## src/rtl/core/grid_neighbor_cell_ranges_defines.svh

```systemverilog
// Assertion macros shared by the grid neighbor cell range RTL.
// Expects signals named clk and arst_n in the using module.
`ifndef GRID_NEIGHBOR_CELL_RANGES_DEFINES_SVH
`define GRID_NEIGHBOR_CELL_RANGES_DEFINES_SVH

// Same-cycle implication, disabled during reset
`define GNCR_ASSERT_IMP(lbl, ante, cons, msg) \
lbl: assert property (@(posedge clk) disable iff (!arst_n) (ante) |-> (cons)) else $error(msg);

// Next-cycle implication, disabled during reset
`define GNCR_ASSERT_NXT(lbl, ante, cons, msg) \
lbl: assert property (@(posedge clk) disable iff (!arst_n) (ante) |=> (cons)) else $error(msg);

`endif

```

## src/rtl/core/gncr_pkg.sv

```systemverilog
// Package for the grid neighbor cell range block: widths, codes, types.
// No dependencies.
`timescale 1ns / 1ps
package gncr_pkg;
	localparam int MAX_CELLS  = 4096;
	localparam int SLOT_W     = 13;
	localparam int CELL_W     = 12;
	localparam int PART_W     = 16;
	localparam int COORD_W    = 16;
	localparam int CNT_W      = 5;
	localparam int CFG_ADDR_W = 3;
	localparam int IN_DATA_W  = 80;
	localparam int OUT_DATA_W = 48;
	localparam int HOME_W     = 26;
	localparam int IDX_W      = 28;

	// Divider lanes
	localparam int LANE_X = 0;
	localparam int LANE_Y = 1;
	localparam int LANE_Z = 2;
	localparam int LANE_B = 3;
	localparam int LANES  = 4;

	// Configuration register indexes
	localparam logic [CFG_ADDR_W-1:0] REG_SPACING = 3'd0;
	localparam logic [CFG_ADDR_W-1:0] REG_BOUND_X = 3'd1;
	localparam logic [CFG_ADDR_W-1:0] REG_BOUND_Y = 3'd2;
	localparam logic [CFG_ADDR_W-1:0] REG_BOUND_Z = 3'd3;
	localparam logic [CFG_ADDR_W-1:0] REG_CELLS_X = 3'd4;
	localparam logic [CFG_ADDR_W-1:0] REG_CELLS_Z = 3'd5;

	// Item kinds
	localparam logic CMD_WRITE = 1'b0;
	localparam logic CMD_QUERY = 1'b1;

	typedef logic [LANES-1:0][COORD_W-1:0] lanes_t;

	typedef struct packed {
		logic               start;
		logic [COORD_W-1:0] divisor;
		lanes_t             dividend;
	} div_req_t;

	typedef struct packed {
		logic   done;
		lanes_t quo;
	} div_rsp_t;

	typedef struct packed {
		logic [CELL_W-1:0] cell_idx;
		logic [PART_W-1:0] rend;
		logic [PART_W-1:0] rstart;
	} range_t;
endpackage

```

## src/rtl/core/gncr_div.sv

```systemverilog
// Four-lane restoring divider, one quotient bit per lane per cycle.
// Depends on gncr_pkg.
`timescale 1ns / 1ps
module gncr_div import gncr_pkg::*; (
	input  logic     clk,
	input  logic     arst_n,
	input  div_req_t req,
	output div_rsp_t rsp
);
	logic [LANES-1:0][COORD_W:0]   rem_q;
	lanes_t                        quo_q;
	logic [COORD_W-1:0]            dvs_q;
	logic [CNT_W-1:0]              cnt_q;
	logic                          busy_q;
	logic                          done_q;
	logic [LANES-1:0][COORD_W:0]   rem_n;
	lanes_t                        quo_n;
	logic [COORD_W:0]              trial;

	// One restoring step per lane
	always_comb begin
		trial = '0;
		for (int i = 0; i < LANES; i++) begin
			trial = {rem_q[i][COORD_W-1:0], quo_q[i][COORD_W-1]};
			if (trial >= {1'b0, dvs_q}) begin
				rem_n[i] = trial - {1'b0, dvs_q};
				quo_n[i] = {quo_q[i][COORD_W-2:0], 1'b1};
			end else begin
				rem_n[i] = trial;
				quo_n[i] = {quo_q[i][COORD_W-2:0], 1'b0};
			end
		end
	end

	// Control: load on start, count sixteen steps
	always_ff @(posedge clk or negedge arst_n) begin
		if (!arst_n) begin
			busy_q <= 1'b0;
			done_q <= 1'b0;
			cnt_q  <= '0;
		end else begin
			done_q <= 1'b0;
			if (req.start) begin
				busy_q <= 1'b1;
				cnt_q  <= '0;
			end else if (busy_q) begin
				cnt_q <= cnt_q + 1'b1;
				if (cnt_q == CNT_W'(COORD_W - 1)) begin
					busy_q <= 1'b0;
					done_q <= 1'b1;
				end
			end
		end
	end

	// Datapath
	always_ff @(posedge clk) begin
		if (req.start) begin
			quo_q <= req.dividend;
			rem_q <= '0;
			dvs_q <= req.divisor;
		end else if (busy_q) begin
			quo_q <= quo_n;
			rem_q <= rem_n;
		end
	end

	assign rsp.done = done_q;
	assign rsp.quo  = quo_q;
endmodule

```

## config.mk

```make
export PLATFORM = sky130hd
export DESIGN_NAME = gncr_div
export DESIGN_NICKNAME = d
export VERILOG_FILES = /design/src/rtl/core/grid_neighbor_cell_ranges_defines.svh /design/src/rtl/core/gncr_pkg.sv /design/src/rtl/core/gncr_div.sv
export SDC_FILE = /design/constraint.sdc
export NUM_CORES = 1
export LEC_CHECK = 0
export ABC_CLOCK_PERIOD_IN_PS = 3200
export BUFFER_PORTS_ARGS = -buffer_cell sky130_fd_sc_hd__buf_2
export CAP_MARGIN = 20
export CORE_AREA = 2 2 155 157
export CTS_CLUSTER_DIAMETER = 60
export DETAILED_ROUTE_END_ITERATION = 16
export DIE_AREA = 0 0 157 159
export HOLD_SLACK_MARGIN = 0.15
export PLACE_DENSITY = 0.67
export SYNTH_ARGS = -nofsm -noshare
export SYNTH_HDL_FRONTEND = slang
export SYNTH_SLANG_ARGS = --single-unit
```

## constraint.sdc

```tcl
create_clock -name clk -period 3.2 [get_ports clk]
set_input_delay 0.16 -clock clk [delete_from_list [all_inputs] [get_ports clk]]
set_output_delay 0.16 -clock clk [all_outputs]
set_load 0.02 [all_outputs]
```

==> qor.yml <==
outcome:
  status: "finished clean"
clock_tree:
  cts_setup_buffers: 0
  clk_path_buf_depth: 2
  tritoncts: "built"
  cts_buffers: 17
  htreeDepth: 4
  clock-sinks: 151
  clock_latency_ns: 0.43
  cts_resized: 0
  clk_pin_slew_worst_paths_ns: 0.06
  cts-root-buf: "clkbuf_16"
yosys:
  synth_top_area_share_pct: 26.20
  synth.cells.most_frequent: "edfxtp_1, nor2_1, ha_1"
  yosysMostFrequentCell: "edfxtp_1"
  ys_types: 73
  synthCells: 887
  synth_area_leaders: "edfxtp_1, dfxtp_1, ha_1"
  ys_seq_elements: 151
  synth_nets: 1040
  synth_top_cell_by_area: "edfxtp_1"
  syn_area_per_cell_um2: 10.34
  syn-cell-area_um2: 9169
  synth_edf_count: 80
  ys_seq_area_share_pct: 42.09
  synth_async_sr_flop_share_pct: 4.636
  synth_ff_type: "edfxtp_1"
  yosysWarningCount: 0
global_routing:
  grt_remaining_overflow: 0
  grt_pass1_wl_um: 40860
  track_usage_pct: 20.76
  grt_pass1_vias: 7872
  grt_antenna_before_repair: 0
  grt_max_degree: 80
power_and_ir_drop:
  cellLeakagePower_nw: 5.254
  vdd_drop_max_uv: 389.9
  powerDensity_nw_per_um2: 602.0
die:
  dieArea_um2: 24960
  num_rows: 56
  die_h_um: 159
  die_w_um: 157
  core_area_um2: 23190
  start_util_pct: 39.53
  pin_count: 148
route:
  drt-total-wl_um: 25340
  ant_nets: 0
  routedWlPerCell_um: 17.53
  via_per_inst: 5.320
  drtPass1Iterations: 6
  drt-initial-drc-count: 627
  drc_errors: 0
  vias: 7693
finish:
  num-nets-final: 1267
  n_fill_cell: 2047
  drive_gt1_share_pct: 24.22
  multiInputGateArea_um2: 5016
  diodes: 0
  regArea_um2: 3860
  area_growth_pct: 27.42
min_path:
  hold_end: "rsp[48]$_DFFE_PP_"
  min_path_cells: 3
  holdCritStartpoint: "req[48]"
  hp-class: "in2reg"
sta:
  finalSetupViolations: 0
  tightestPinTransition_ns: 0.5807
  clock.fmax_mhz: 336.7
  rsz0062_at_grt: "no"
  final.setup.tns_ns: 0
  slew_headroom_pct: 61.23
  finClkSkew_ns: 0.01081
  drv_slew: 0
  post-route-period-util_pct: 92.82
  worst_slack_ns: 0.2298
  finalHoldViolCount: 0
  min_period_ns: 2.970
placement:
  pre_cts_ws_ns: 0.2810
  port_buffers: 147
  dpl.hpwl_um: 17420
  gp_congestion: 0.9028
critical_path:
  crit_path_start_kind: "flop"
  crit_path_end_kind: "flop"
  r2r_cells: 9
  worst-r2r-setup-slack_ns: 0.23
  r2r_end: "rsp[0]$_DFFE_PP_"
  crit_arrival_ns: 3.11
  crit_path_start: "dvs_q[1]$_DFFE_PP_"
  critPathRequiredTime_ns: 3.34
  cp_max_fo: 18
  reg2reg_from: "dvs_q[1]$_DFFE_PP_"
  path_class: "reg2reg"
run:
  cap_violations: 0
==> sequential cells by signal, indices dropped and copies added (netlist names) <==
register / cells
rem_q: 64
dvs_q: 16
done_q: 1
cnt_q: 5
busy_q: 1
rsp: 64
==> logic make-up after synthesis <==
| family | share of synthesized area, % |
|---|---|
| compound gates | 18.56 |
| xor+xnor | 4.394 |
| fa+ha+maj | 9.880 |
| buf+inv | 3.357 |
| flops | 42.09 |
| mux | 11.54 |
| simple gates | 10.18 |
==> layout by cell type, fill, tap and decap left out, types with 5 or more instances in the layout <==
cell type / count
o21a_1: 10
edfxtp_1: 80
nand4_1: 10
o21ai_0: 37
nor2_1: 70
a211oi_1: 27
buf_2: 146
a21o_1: 20
nand2b_1: 9
inv_6: 5
a32oi_1: 11
nand3_1: 13
xnor2_1: 29
clkbuf_16: 17
ha_1: 66
mux2_2: 61
nor3_1: 10
inv_1: 35
nand2_1: 63
o21bai_1: 6
xor2_1: 17
dlygate4sd3_1: 80
o31ai_1: 12
buf_4: 15
mux2i_1: 36
dfxtp_1: 64
nor2b_1: 9
a21oi_1: 46
dfrtp_1: 6
o21ai_1: 28
==> metal layers <==
| metal | routed length (µm) | GRT usage (%) |
|---|---|---|
| met1 | 11170 | 26.49 |
| met4 | 708 | 7.548 |
| met3 | 1562 | 5.035 |
| met2 | 11900 | 34.07 |
| met5 | 0 | 0 |
==> repair_timing <==
action                                  CTS  global route
hold buffers                             80             0
endpoints found under the setup margin    0             0
hold endpoints to repair                 88             0
==> how the worst max path moves through the flow <==
| stage | endpoint | slack [ns] | depth (start not counted) |
|---|---|---|---|
| after floorplan | rsp[0]$_DFFE_PP_ | 0.56 | 9 |
| after global placement | rsp[0]$_DFFE_PP_ | 0.38 | 9 |
| after detailed placement | rsp[0]$_DFFE_PP_ | 0.28 | 9 |
| after CTS | rsp[0]$_DFFE_PP_ | 0.27 | 9 |
| after global routing | rem_q[34]$_SDFFE_PP0P_ | 0.03 | 10 |
| final | rsp[0]$_DFFE_PP_ | 0.23 | 9 |
==> where the power goes <==
group | internal (mW) | total, mW | switching, mW
clock | 1.09 | 1.97 | 0.881
combinational | 1.14 | 2.51 | 1.37
sequential | 2.34 | 2.55 | 0.216
total | 4.57 | 7.03 | 2.46
==> area by class of cell <==
class	count	share of cell area, %
tap	319	3.417
multi-input combinational	664	42.94
clock buffer	18	3.674
sequential	151	33.04
inverter	36	1.157
clock inverter	14	1.189
timing repair buffer	244	14.59
==> worst max-delay path, stage by stage, from the launching register on <==
cell and delay, ns:
edfxtp_1 0.41, inv_1 0.35, ha_1 0.33, nor2b_1 0.15
o31ai_1 0.36, a21oi_1 0.18, o2111a_1 0.29, a211oi_4 0.16
buf_4 0.28, mux2i_1 0.16
==> stage by stage <==
stage	hold slack [ns]	utilization, %	power, mW	area, µm²	cells
floorplan	-0.1356	-	4.398	9169	887
global placement	0.005843	44.47	4.954	10310	1334
detailed placement	0.007139	44.47	4.981	10310	1334
CTS	0.1608	50.37	7.034	11680	1446
global route	0.1726	50.37	7.447	11680	1446
finish	0.1626	50.37	7.033	11680	1446
Power figures use the tool's default switching activity.
